**src/rtl/ble_adv_gateway_filter_defines.svh**
```systemverilog
// Assertion macros for the BLE advertisement gateway filter.
`ifndef BLE_ADV_GATEWAY_FILTER_DEFINES_SVH
`define BLE_ADV_GATEWAY_FILTER_DEFINES_SVH
`ifndef SYNTHESIS
`define BAGF_ASSERT_IMPL(label, clk, rst_n, ante, cons) \
    label: assert property (@(posedge clk) disable iff (!rst_n) (ante) |-> (cons)) \
        else $error("bagf: check failed");
`define BAGF_ASSERT_NEXT(label, clk, rst_n, ante, cons) \
    label: assert property (@(posedge clk) disable iff (!rst_n) (ante) |=> (cons)) \
        else $error("bagf: check failed");
`else
`define BAGF_ASSERT_IMPL(label, clk, rst_n, ante, cons)
`define BAGF_ASSERT_NEXT(label, clk, rst_n, ante, cons)
`endif
`endif

```
**src/rtl/bagf_pkg.sv**
```systemverilog
// Types and constants of the BLE advertisement gateway filter.
package bagf_pkg;

    localparam int POS_W = 6;

    localparam logic [15:0] UUID_RESET = 16'h1122;
    localparam logic [47:0] NAME_RESET = 48'h7473_5450_4D53;

    localparam logic CFG_UUID16 = 1'b0;
    localparam logic CFG_NAME   = 1'b1;

    localparam logic [7:0] AD_UUID16_PART = 8'h02;
    localparam logic [7:0] AD_UUID16_CMPL = 8'h03;
    localparam logic [7:0] AD_NAME_SHORT  = 8'h08;
    localparam logic [7:0] AD_NAME_CMPL   = 8'h09;

    localparam logic [1:0] REASON_NONE = 2'd0;
    localparam logic [1:0] REASON_NAME = 2'd1;
    localparam logic [1:0] REASON_UUID = 2'd2;

    localparam logic [7:0] ASCII_A_UP = 8'h41;
    localparam logic [7:0] ASCII_Z_UP = 8'h5A;
    localparam logic [7:0] ASCII_CASE = 8'h20;

    typedef struct packed {
        logic [7:0] data_byte;
        logic [4:0] adv_length;
        logic [4:0] scan_length;
        logic       last;
    } t_in_req;

    typedef struct packed {
        logic       is_gateway;
        logic [1:0] match_reason;
    } t_out_req;

    function automatic logic [7:0] to_lower(input logic [7:0] c);
        logic [7:0] r;
        r = c;
        if (c >= ASCII_A_UP && c <= ASCII_Z_UP) begin
            r = c + ASCII_CASE;
        end
        return r;
    endfunction

endpackage

```
**src/rtl/ble_adv_gateway_filter.sv**
```systemverilog
// Top level of the BLE advertisement gateway filter.
//
// Takes one advertisement byte per cycle (advertising part, then scan response) and,
// on the byte flagged last, delivers one request telling whether the advertisement
// names a gateway by device-name prefix (case-insensitive, complete name before
// short name) or by a 16-bit service UUID list entry. The structure walkers and name
// trackers handle each byte as it is accepted; a result passes through
// an output register backed by one skid stage, so input is stalled only while both
// hold undelivered results. Configuration writes are always ready.
`include "ble_adv_gateway_filter_defines.svh"

module ble_adv_gateway_filter
    import bagf_pkg::*;
#(
    parameter int PART_BYTES = 31,
    parameter int NAME_CHARS = 6
) (
    input  logic           i_clk,
    input  logic           i_rst_n,
    input  logic           i_in_valid,
    output logic           o_in_stall,
    input  t_in_req        i_in_req,
    output logic           o_out_valid,
    input  logic           i_out_stall,
    output t_out_req       o_out_req,
    input  logic           i_cfg_valid,
    output logic           o_cfg_ready,
    input  logic           i_cfg_index,
    input  logic [47:0]    i_cfg_data
);

    localparam int CNT_W = $clog2(NAME_CHARS + 1);
    localparam logic [4:0] LEN_CLAMP = (PART_BYTES > 31) ? 5'd31 : 5'(PART_BYTES);
    localparam logic [CNT_W-1:0] NC_CNT = CNT_W'(NAME_CHARS);
    localparam logic [POS_W-1:0] NC_POS = POS_W'(NAME_CHARS);
    localparam logic [POS_W-1:0] POS_MAX = '1;

    typedef struct packed {
        logic             seen;
        logic [POS_W-1:0] type_pos;
        logic [CNT_W-1:0] len;
        logic [CNT_W-1:0] count;
        logic             bad;
    } t_name_trk;

    function automatic t_name_trk name_step(input t_name_trk t, input logic [POS_W-1:0] p,
                                            input logic [7:0] b, input logic [63:0] nm);
        t_name_trk        nt;
        logic [POS_W-1:0] k;
        logic [7:0]       wc;
        nt = t;
        k  = p - t.type_pos - POS_W'(1);
        wc = '0;
        for (int j = 0; j < NAME_CHARS; j++) begin
            if (k == POS_W'(j)) begin
                wc = nm[8*(NAME_CHARS-1-j) +: 8];
            end
        end
        if (t.seen && p > t.type_pos && k < NC_POS && k < POS_W'(t.len)) begin
            if (to_lower(b) == to_lower(wc)) begin
                nt.count = t.count + CNT_W'(1);
            end else begin
                nt.bad = 1'b1;
            end
        end
        return nt;
    endfunction

    function automatic t_name_trk name_start(input t_name_trk t, input logic [POS_W-1:0] p,
                                             input logic [7:0] rem);
        t_name_trk  nt;
        logic [7:0] len;
        nt  = t;
        len = rem - 8'd1;
        if (!t.seen) begin
            nt.seen     = 1'b1;
            nt.type_pos = p;
            nt.len      = (len >= 8'(NAME_CHARS)) ? NC_CNT : len[CNT_W-1:0];
            nt.count    = '0;
            nt.bad      = 1'b0;
        end
        return nt;
    endfunction

    function automatic logic name_ok(input t_name_trk t);
        return t.len == NC_CNT && t.count == NC_CNT && !t.bad;
    endfunction

    // configuration
    logic [15:0] r_uuid, n_uuid;
    logic [47:0] r_name, n_name;

    // byte position and whole-advertisement walker
    logic [POS_W-1:0] r_pos, n_pos;
    logic             r_w_stop, n_w_stop;
    logic             r_w_tnext, n_w_tnext;
    logic [POS_W-1:0] r_w_hdr, n_w_hdr;
    logic [7:0]       r_w_rem, n_w_rem;
    t_name_trk        r_cmpl, n_cmpl;
    t_name_trk        r_short, n_short;

    // per-part walker
    logic             r_p_stop, n_p_stop;
    logic             r_p_tnext, n_p_tnext;
    logic [POS_W-1:0] r_p_hdr, n_p_hdr;
    logic [POS_W-1:0] r_p_lim, n_p_lim;
    logic [POS_W-1:0] r_p_rem, n_p_rem;
    logic [7:0]       r_p_type, n_p_type;
    logic [7:0]       r_u_low, n_u_low;
    logic             r_u_phase, n_u_phase;
    logic             r_u_found, n_u_found;

    // output register and skid stage
    logic     r_out_valid, n_out_valid;
    t_out_req r_out_req, n_out_req;
    logic     r_skid_valid, n_skid_valid;
    t_out_req r_skid_req, n_skid_req;

    logic             in_fire;
    logic             out_move;
    logic [4:0]       adv_c;
    logic [4:0]       scan_c;
    logic [POS_W-1:0] total;
    logic [POS_W-1:0] adv_pos;
    logic [POS_W-1:0] p;
    logic [7:0]       b;
    logic [63:0]      name64;
    logic [8:0]       w_sum;
    logic [POS_W:0]   p_next;
    logic [8:0]       p_end;
    logic             res_valid;
    t_out_req         res;
    logic             by_name;

    assign o_cfg_ready = 1'b1;
    assign o_in_stall  = r_skid_valid;
    assign o_out_valid = r_out_valid;
    assign o_out_req   = r_out_req;

    assign in_fire  = i_in_valid && !o_in_stall;
    assign out_move = !r_out_valid || !i_out_stall;

    assign adv_c   = (i_in_req.adv_length > LEN_CLAMP) ? LEN_CLAMP : i_in_req.adv_length;
    assign scan_c  = (i_in_req.scan_length > LEN_CLAMP) ? LEN_CLAMP : i_in_req.scan_length;
    assign total   = POS_W'(adv_c) + POS_W'(scan_c);
    assign adv_pos = POS_W'(adv_c);
    assign p       = r_pos;
    assign b       = i_in_req.data_byte;
    assign name64  = {16'd0, r_name};

    always_comb begin
        n_uuid = r_uuid;
        n_name = r_name;
        if (i_cfg_valid && o_cfg_ready) begin
            unique case (i_cfg_index)
                CFG_UUID16: n_uuid = i_cfg_data[15:0];
                CFG_NAME:   n_name = i_cfg_data;
                default:    n_name = r_name;
            endcase
        end

        n_pos     = r_pos;
        n_w_stop  = r_w_stop;
        n_w_tnext = r_w_tnext;
        n_w_hdr   = r_w_hdr;
        n_w_rem   = r_w_rem;
        n_cmpl    = r_cmpl;
        n_short   = r_short;
        n_p_stop  = r_p_stop;
        n_p_tnext = r_p_tnext;
        n_p_hdr   = r_p_hdr;
        n_p_lim   = r_p_lim;
        n_p_rem   = r_p_rem;
        n_p_type  = r_p_type;
        n_u_low   = r_u_low;
        n_u_phase = r_u_phase;
        n_u_found = r_u_found;
        w_sum     = 9'(p) + 9'(r_w_rem);
        p_next    = (POS_W+1)'(p) + (POS_W+1)'(1);
        p_end     = 9'(p_next) + 9'(b);

        if (in_fire && p < total) begin
            // part boundaries restart the per-part walker
            if (p == adv_pos) begin
                n_p_stop  = 1'b0;
                n_p_tnext = 1'b0;
                n_p_hdr   = adv_pos;
                n_p_lim   = total;
                n_p_type  = '0;
            end else if (p == '0) begin
                n_p_stop  = 1'b0;
                n_p_tnext = 1'b0;
                n_p_hdr   = '0;
                n_p_lim   = adv_pos;
                n_p_type  = '0;
            end

            n_cmpl  = name_step(r_cmpl, p, b, name64);
            n_short = name_step(r_short, p, b, name64);

            if (!r_w_stop) begin
                if (r_w_tnext) begin
                    if (b == AD_NAME_CMPL) begin
                        n_cmpl = name_start(n_cmpl, p, r_w_rem);
                    end else if (b == AD_NAME_SHORT) begin
                        n_short = name_start(n_short, p, r_w_rem);
                    end
                    n_w_hdr   = (w_sum > 9'(POS_MAX)) ? POS_MAX : w_sum[POS_W-1:0];
                    n_w_tnext = 1'b0;
                end else if (p == r_w_hdr) begin
                    if (b == '0) begin
                        n_w_stop = 1'b1;
                    end else begin
                        n_w_rem   = b;
                        n_w_tnext = 1'b1;
                    end
                end
            end

            if (!n_p_stop) begin
                if (n_p_tnext) begin
                    n_p_type  = b;
                    n_p_hdr   = p + n_p_rem;
                    n_u_phase = 1'b0;
                    n_p_tnext = 1'b0;
                end else if (p == n_p_hdr) begin
                    if (p_next >= (POS_W+1)'(n_p_lim) || b == '0 || p_end > 9'(n_p_lim)) begin
                        n_p_stop = 1'b1;
                    end else begin
                        n_p_rem   = b[POS_W-1:0];
                        n_p_tnext = 1'b1;
                    end
                end else if (n_p_type == AD_UUID16_PART || n_p_type == AD_UUID16_CMPL) begin
                    if (!r_u_phase) begin
                        n_u_low   = b;
                        n_u_phase = 1'b1;
                    end else begin
                        if ({b, r_u_low} == r_uuid) begin
                            n_u_found = 1'b1;
                        end
                        n_u_phase = 1'b0;
                    end
                end
            end
        end

        if (in_fire && r_pos != POS_MAX) begin
            n_pos = r_pos + POS_W'(1);
        end

        by_name = 1'b0;
        if (n_cmpl.seen && n_cmpl.len != '0) begin
            by_name = name_ok(n_cmpl);
        end else if (n_short.seen && n_short.len != '0) begin
            by_name = name_ok(n_short);
        end
        priority if (by_name) begin
            res.match_reason = REASON_NAME;
        end else if (n_u_found) begin
            res.match_reason = REASON_UUID;
        end else begin
            res.match_reason = REASON_NONE;
        end
        res.is_gateway = (res.match_reason != REASON_NONE);
        res_valid      = in_fire && i_in_req.last;

        if (res_valid) begin
            n_pos     = '0;
            n_w_stop  = 1'b0;
            n_w_tnext = 1'b0;
            n_w_hdr   = '0;
            n_w_rem   = '0;
            n_cmpl    = '0;
            n_short   = '0;
            n_p_stop  = 1'b1;
            n_p_tnext = 1'b0;
            n_p_hdr   = '0;
            n_p_lim   = '0;
            n_p_rem   = '0;
            n_p_type  = '0;
            n_u_low   = '0;
            n_u_phase = 1'b0;
            n_u_found = 1'b0;
        end

        n_out_valid  = r_out_valid;
        n_out_req    = r_out_req;
        n_skid_valid = r_skid_valid;
        n_skid_req   = r_skid_req;
        if (out_move) begin
            if (r_skid_valid) begin
                n_out_valid  = 1'b1;
                n_out_req    = r_skid_req;
                n_skid_valid = 1'b0;
            end else begin
                n_out_valid = res_valid;
                n_out_req   = res;
            end
        end else if (res_valid) begin
            n_skid_valid = 1'b1;
            n_skid_req   = res;
        end
    end

    always_ff @(posedge i_clk) begin
        if (!i_rst_n) begin
            r_uuid       <= UUID_RESET;
            r_name       <= NAME_RESET;
            r_pos        <= '0;
            r_w_stop     <= 1'b0;
            r_w_tnext    <= 1'b0;
            r_w_hdr      <= '0;
            r_w_rem      <= '0;
            r_cmpl       <= '0;
            r_short      <= '0;
            r_p_stop     <= 1'b1;
            r_p_tnext    <= 1'b0;
            r_p_hdr      <= '0;
            r_p_lim      <= '0;
            r_p_rem      <= '0;
            r_p_type     <= '0;
            r_u_low      <= '0;
            r_u_phase    <= 1'b0;
            r_u_found    <= 1'b0;
            r_out_valid  <= 1'b0;
            r_skid_valid <= 1'b0;
        end else begin
            r_uuid       <= n_uuid;
            r_name       <= n_name;
            r_pos        <= n_pos;
            r_w_stop     <= n_w_stop;
            r_w_tnext    <= n_w_tnext;
            r_w_hdr      <= n_w_hdr;
            r_w_rem      <= n_w_rem;
            r_cmpl       <= n_cmpl;
            r_short      <= n_short;
            r_p_stop     <= n_p_stop;
            r_p_tnext    <= n_p_tnext;
            r_p_hdr      <= n_p_hdr;
            r_p_lim      <= n_p_lim;
            r_p_rem      <= n_p_rem;
            r_p_type     <= n_p_type;
            r_u_low      <= n_u_low;
            r_u_phase    <= n_u_phase;
            r_u_found    <= n_u_found;
            r_out_valid  <= n_out_valid;
            r_skid_valid <= n_skid_valid;
        end
        r_out_req  <= n_out_req;
        r_skid_req <= n_skid_req;
    end

    `BAGF_ASSERT_IMPL(a_skid_behind_out, i_clk, i_rst_n, r_skid_valid, r_out_valid)
    `BAGF_ASSERT_IMPL(a_reason_flag, i_clk, i_rst_n, r_out_valid,
        (r_out_req.is_gateway == (r_out_req.match_reason != REASON_NONE)) &&
        (r_out_req.match_reason != 2'd3))
    `BAGF_ASSERT_NEXT(a_clear_after_last, i_clk, i_rst_n, in_fire && i_in_req.last,
        r_pos == '0 && r_p_stop && !r_u_found)

endmodule

```
**config.mk**
```make
export PLATFORM = sky130hd
export DESIGN_NAME = ble_adv_gateway_filter
export DESIGN_NICKNAME = d
export VERILOG_FILES = /design/src/rtl/bagf_pkg.sv /design/src/rtl/ble_adv_gateway_filter.sv
export VERILOG_INCLUDE_DIRS = /design/src /design/src/rtl
export SDC_FILE = /design/constraint.sdc
export NUM_CORES = 1
export LEC_CHECK = 0
export ABC_CLOCK_PERIOD_IN_PS = 4400
export BUFFER_PORTS_ARGS = -buffer_cell sky130_fd_sc_hd__buf_2
export CAP_MARGIN = 20
export CELL_PAD_IN_SITES_DETAIL_PLACEMENT = 2
export CELL_PAD_IN_SITES_GLOBAL_PLACEMENT = 2
export CORE_MARGIN = 2
export CORE_UTILIZATION = 33
export DETAILED_ROUTE_END_ITERATION = 8
export MAX_ROUTING_LAYER = met4
export PLACE_DENSITY_LB_ADDON = 0.1
export SLEW_MARGIN = 20
export SYNTH_ARGS = -nofsm -noshare
export SYNTH_HDL_FRONTEND = slang
export SYNTH_SLANG_ARGS = --single-unit
```
**constraint.sdc**
```tcl
create_clock -name i_clk -period 4.4 [get_ports i_clk]
set_clock_uncertainty 0.1 [all_clocks]
set_input_delay 0.44 -clock i_clk [delete_from_list [all_inputs] [get_ports i_clk]]
set_output_delay 0.44 -clock i_clk [all_outputs]
set_load 0.05 [all_outputs]
```
==> impl_metrics.json, run 1 <==
{
  "status": "finished, violations left",
  "violations": "setup timing",
  "synthDominantAreaCellType": "dfxtp_1",
  "min_path_type": "in -> reg",
  "wl_met3_um": 953,
  "synth_area_leaders": "dfxtp_1 30%, ha_1 8.1%, nand2_1 7.9%",
  "overflow": 0,
  "finalWorstSetupSlack_ns": -0.000377,
  "holdPathStages": 3,
  "fin_util_pct": 41.9,
  "drt-initial-drc-count": 402,
  "die-height_um": 181,
  "htreeDepth": 4,
  "drive_gt1_share_pct": 23.2,
  "grt_max_degree": 67,
  "synthFlopType": "dfxtp_1",
  "synth_enable_flop_cells": 6,
  "reg2reg_to": "o_out_req[1]$_DFFE_PP_",
  "synth.yosys.warnings": 0,
  "yosysSeqAreaShare_pct": 31.4,
  "ir_drop_mv": 0.287,
  "grt_setup_unrepaired": "yes",
  "numCtsBuffers": 17,
  "r2r_start": "p[0]$_SDFFE_PP0P_",
  "cp-start-kind": "register",
  "timing.final.crit_share_pct": 100,
  "place_area_um2": 11600,
  "dieWidth_um": 181,
  "dr.pass1.iters": 5,
  "slew_headroom_pct": 31.4,
  "grt_usage_pct": 24.3,
  "setup_tns_ns": -0.000377,
  "cpLargestDelayFamily": "simple AND/OR/NAND/NOR gates",
  "clock_latency_ns": 0.45,
  "netlist.area_leader.share_pct": 29.7,
  "worstHoldEndpoint": "r_name[42]$_SDFFE_PN1P_",
  "critPathArrivalTime_ns": 4.51,
  "worstSetupPathType": "reg -> reg",
  "place_congestion": 0.899,
  "wl_per_cell_um": 21.4,
  "area_delta_synth_final_pct": 24.7,
  "cts_root_buf": "clkbuf_16",
  "post-route-cell-area_um2": 12900,
  "hpwl_mm": 28.4,
  "power_leakage_nw": 5.38,
  "syn-num-nets": 1423,
  "top_layer": "met4",
  "finalSetupViolations": 1,
  "path_clk_slew_ns": 0.07,
  "wirelength_mm": 38.9,
  "finalNetCount": 1552,
  "async_reset_ff_share_pct": 0,
  "io-pin-count": 79,
  "wl_met2_mm": 19.3,
  "grt_pass1_wl_mm": 59.9,
  "path_cells": "buf_6 -> ha_4 -> fa_2 -> buf_6 -> mux4_2 -> and2_4 -> buf_4 -> nor2_2 -> and4_4 -> and2_1 -> o41ai_4 -> xor2_2 -> nor3_4 -> nand4b_1 -> buf_4 -> a211oi_4 -> o41ai_2",
  "vias": 9890,
  "worst-path-max-fanout": 7,
  "initial_core_util_pct": 33.6,
  "routed_via_density": 5.45,
  "min_from": "i_cfg_data[42]",
  "crit_cells": 17,
  "drcViolationCount": 0,
  "clockBufferDepth": 2,
  "finalMaxSlewViolations": 0,
  "rrSetupSlack_ns": -0.0004,
  "io_buffers": 77,
  "rows": 64,
  "grt_antenna_before_repair": 0,
  "fin_crit_ns": 4.40,
  "cts.sinks": 159,
  "cp_num_buf_inv": 4,
  "maxCapViolCount": 0,
  "worstMarginPinSlew_ns": 1.02,
  "nFillCells": 3491,
  "ys_ff_latch": 159,
  "core_um2": 30700,
  "synthesis.area_um2": 10300,
  "critPathMaxStageDelay_ns": 0.54,
  "hold_viol_final": 0,
  "synth_cells": 1277,
  "regArea_um2": 3250,
  "wirelength_met1_mm": 17.7,
  "cp-end-kind": "register",
  "worstPathRequired_ns": 4.50,
  "ant_nets": 0,
  "ctsHoldBuffers": 0,
  "grt_pass1_vias": 10300,
  "multiInputGateArea_um2": 7030,
  "yosysUniqueCellTypes": 79,
  "hold_ws_ns": 0.0932,
  "powerDensity_nw_per_um2": 319,
  "cts_tree": "built",
  "timing.fmax_mhz": 227,
  "avgSynthCellArea_um2": 8.08,
  "cp_slowest_cell": "fa_2",
  "dieArea_um2": 32700,
  "r2r_cells": 17
}
## registers in the layout, indices dropped and copies added, names as in the netlist, 3 cells and up
signal	count
r_p_lim	6
r_cmpl	14
p	6
o_out_req	3
r_w_hdr	6
r_name	48
r_w_rem	8
r_uuid	16
r_p_type	7
r_p_rem	6
r_short	14
r_u_low	8
r_p_hdr	6
r_skid_req	3
## metal layers
layer	GRT usage (%)	vias up
met5	-	-
met4	7.68	0
met3	3.39	54
met2	41.1	142
met1	30.0	4990
li1	-	4704
## cells in the mapped netlist (26+ instances only)
master,count
a21boi_0,41
a21o_1,26
a21oi_1,67
clkbuf_1,67
dfxtp_1,153
ha_1,67
inv_1,52
mux2i_1,52
nand2_1,216
nand3_1,37
nor2_1,122
nor3_1,31
o21ai_0,31
xnor2_1,50
## power breakdown
| part | switching, mW | internal [mW] | leakage (nW) |
|---|---|---|---|
| Combinational | 0.539 | 0.402 | 3.77 |
| Sequential | 0.0524 | 1.50 | 1.31 |
| Clock | 0.702 | 0.905 | 0.301 |
| Total | 1.29 | 2.80 | 5.38 |
## metrics by stage
stage	power (mW)	cells	setup slack [ns]
final	4.10	1814	-0.000377
after global placement	2.39	1756	-0.0520
after detailed placement	2.42	1756	-0.214
after floorplan	2.09	1277	0.0185
after global routing	4.31	1813	-0.178
after CTS	4.08	1796	-0.0143
## worst reg2reg max path, cell delays in order, from the launching register on
cell	delay [ns]
dfxtp_2	0.34
buf_6	0.12
ha_4	0.16
fa_2	0.54
buf_6	0.15
mux4_2	0.51
and2_4	0.19
buf_4	0.14
nor2_2	0.12
and4_4	0.26
and2_1	0.17
o41ai_4	0.10
xor2_2	0.20
nor3_4	0.31
nand4b_1	0.20
buf_4	0.19
a211oi_4	0.23
o41ai_2	0.10
## kinds of logic (layout without fill, tap and decap cells)
family	count (synthesis)	in the layout	share of synthesized area (%)
XOR/XNOR	76	76	6.53
adder cells (fa/ha/maj)	73	73	9.29
multiplexers	65	65	7.58
flip-flops	159	159	31.4
buffers and inverters	136	276	5.12
AO/OA/AOI/OAI	265	265	17.7
AND/OR/NAND/NOR	502	502	22.3
other	1	2	0.0364
## how the worst max path moves through the flow
| stage | startpoint | endpoint | slack [ns] |
|---|---|---|---|
| after floorplan | p[1]$_SDFFE_PP0P_ | o_out_req[2]$_DFFE_PP_ | 0.02 |
| after detailed placement | p[0]$_SDFFE_PP0P_ | o_out_req[1]$_DFFE_PP_ | -0.21 |
| final | p[0]$_SDFFE_PP0P_ | o_out_req[1]$_DFFE_PP_ | -0.0004 |
| after global routing | r_cmpl[7]$_SDFFE_PP0P_ | o_out_req[2]$_DFFE_PP_ | -0.18 |
| after CTS | p[0]$_SDFFE_PP0P_ | o_out_req[1]$_DFFE_PP_ | -0.01 |
| after global placement | p[0]$_SDFFE_PP0P_ | o_out_req[1]$_DFFE_PP_ | -0.05 |
## cell usage in the layout, fill, tap and decap left out, types with 9 or more instances in the layout
master     instances
a21o_1            26
ha_1              60
mux4_2            10
xnor2_1           48
nor2b_1           10
a22oi_1            9
buf_2             77
o21ai_0           29
nor2_1           119
dfxtp_1          148
clkbuf_16         17
inv_1             48
a21oi_1           62
nand2b_1          12
nor3_1            25
nand3_1           36
buf_4            107
mux2i_1           50
nand2_1          214
a21boi_0          41
xor2_1            23
## timing repair
item / 4_1_cts / 5_1_grt
endpoints found under the setup margin: 6 / 13
pin swaps: 16 / 36
setup buffers: 11 / 18
gates resized for setup: 32 / 64
## layout make-up
class                   count  area share (%)
repair buffers            190            9.77
clock buffers              17            3.31
multi-input cells         982            54.7
flip-flops and latches    159            25.3
clock inverters            13            1.39
inverters                  56            1.68
diodes                      1          0.0195
well taps                 396            3.85
No activity file was read; power rests on OpenSTA's default activity.
==> inputs of run 2 (changes only) <==
- PLACE_DENSITY: default -> 0.82
- PLACE_DENSITY_LB_ADDON: 0.1 -> default
==> run 2 against run 1 <==
The run still ends with setup timing left. Highest routed layer unchanged. Worst setup slack got worse by 0.30 ns. Via count rose by 7.2%. Clock power fell by 7%.
==> impl_metrics.json, run 2 (same netlist as run 1, synthesis figures left out) <==
{
  "power_frac_comb_pct": 25.5,
  "place_congestion": 0.891,
  "area_delta_synth_final_pct": 24.6,
  "total_power_mw": 4.10,
  "dieArea_um2": 32700,
  "finalMaxSlewViolations": 0,
  "p_sw_mw": 1.40,
  "maxCapViolCount": 0,
  "grt_pass1_vias": 11300,
  "wl_per_cell_um": 26.1,
  "cp-start-kind": "register",
  "hpwl_mm": 28.9,
  "htreeDepth": 4,
  "cts_tree": "built",
  "die-height_um": 181,
  "swShare_pct": 34.2,
  "ant_nets": 0,
  "grt_antenna_before_repair": 2,
  "drive_gt1_share_pct": 23.5,
  "status": "finished, violations left",
  "path_clk_slew_ns": 0.07,
  "rows": 64,
  "setup_tns_ns": -1.68,
  "grt_max_degree": 67,
  "cts_root_buf": "clkbuf_16",
  "fin_crit_ns": 4.70,
  "timing.fmax_mhz": 213,
  "power_leakage_nw": 5.39,
  "clockBufferDepth": 2,
  "pwr-share-clk_pct": 36.6,
  "min_path_type": "in -> reg",
  "wirelength_mm": 47.4,
  "finalSetupViolations": 12,
  "grt_usage_pct": 25.6,
  "final_common_cell": "nand2_1",
  "io-pin-count": 79,
  "numCtsBuffers": 17,
  "drcViolationCount": 0,
  "reg_top3": "r_name (48), r_uuid (16)",
  "dieWidth_um": 181,
  "finalWorstSetupSlack_ns": -0.300,
  "ir_drop_mv": 0.276,
  "critPathArrivalTime_ns": 4.80,
  "core_um2": 30700,
  "ctsHoldBuffers": 0,
  "hold_viol_final": 0,
  "layout_common_cells": "213 x nand2_1, 148 x dfxtp_1, 119 x nor2_1, 103 x buf_4, 77 x buf_2",
  "largest_reg_flops": 48,
  "cp-end-kind": "register",
  "worstSetupPathType": "reg -> reg",
  "io_buffers": 77,
  "hold_ws_ns": 0.0933,
  "cts.sinks": 159,
  "violations": "setup timing",
  "slew_headroom_pct": 30.7,
  "finalNetCount": 1553,
  "p_seq_share_pct": 37.9,
  "worstMarginPinSlew_ns": 1.03,
  "grt_pass1_wl_mm": 63.9,
  "worst-path-max-fanout": 5,
  "p_int_mw": 2.70,
  "routed_via_density": 5.84,
  "grt_setup_unrepaired": "yes",
  "initial_core_util_pct": 33.6,
  "overflow": 0,
  "timing.final.crit_share_pct": 107,
  "largest-register": "r_name",
  "clock_latency_ns": 0.46,
  "vias": 10600,
  "powerDensity_nw_per_um2": 319,
  "drt-initial-drc-count": 718,
  "dr.pass1.iters": 7,
  "worstPathRequired_ns": 4.50
}
## run 2: worst paths after layout
| kind | start | end | slack, ns | cells after the start |
|---|---|---|---|---|
| max | p[0]$_SDFFE_PP0P_ | o_out_req[2]$_DFFE_PP_ | -0.30 | 17 |
| min | i_cfg_data[32] | r_name[32]$_SDFFE_PN1P_ | 0.09 | 3 |
| max reg2reg | p[0]$_SDFFE_PP0P_ | o_out_req[2]$_DFFE_PP_ | -0.30 | 17 |
| min reg2reg | r_p_hdr[3]$_SDFFE_PP0P_ | r_p_hdr[3]$_SDFFE_PP0P_ | 0.36 | 2 |
## run 2: layout make-up
type / count / area, um2
Sequential cell: 159 / 3250
Clock buffer: 17 / 425
Inverter: 56 / 213
Fill cell: 3395 / 17800
Antenna cell: 1 / 2.50
Multi-Input combinational cell: 982 / 7030
Tap cell: 396 / 495
Clock inverter: 15 / 138
Timing Repair Buffer: 191 / 1290
## run 2: repair_timing
action | CTS | global route
pin swaps | 25 | 40
gates resized for setup | 45 | 62
hold endpoints to repair | 0 | 0
setup endpoints to repair | 12 | 13
setup buffers | 10 | 15
## run 2: per-layer routing
metal	wire (um)	track usage, %	vias to the layer above	part of all wire (%)
met5	0	-	-	0
met4	2740	11.8	0	5.8
met3	1510	3.45	157	3.2
met2	24100	44.1	335	51
met1	19100	29.3	5408	40
li1	-	-	4703	-
## run 2: power groups by stage
stage / clock network [mW] / registers, mW / logic (mW)
2_1_floorplan: 0 / 1.56 / 0.530
3_3_place_gp: 0 / 1.57 / 0.801
3_5_place_dp: 0 / 1.58 / 0.850
4_1_cts: 1.52 / 1.55 / 0.908
5_1_grt: 1.58 / 1.56 / 1.11
6_report: 1.50 / 1.55 / 1.05
## run 2: critical path, stage by stage, from the launching register on
cell and delay (ns):
dfxtp_4 0.38, ha_4 0.17, fa_2 0.39, xnor2_2 0.16
buf_4 0.16, inv_2 0.12, mux4_2 0.34, a21oi_2 0.25
buf_4 0.17, xor2_1 0.20, a31oi_1 0.18, o21ai_2 0.28
nand4_1 0.25, nor3_2 0.40, buf_4 0.24, mux2i_4 0.26
a211o_1 0.24, a41oi_2 0.12
## run 2: per-stage QoR
step	util [%]	worst slack, ns	area, um2	cells
floorplan	-	0.0185	10400	1277
global placement	37.8	-0.00773	11600	1759
detailed placement	37.8	-0.270	11600	1759
CTS	40.5	-0.00361	12400	1801
global route	41.9	-0.353	12900	1817
finish	41.9	-0.300	12900	1817
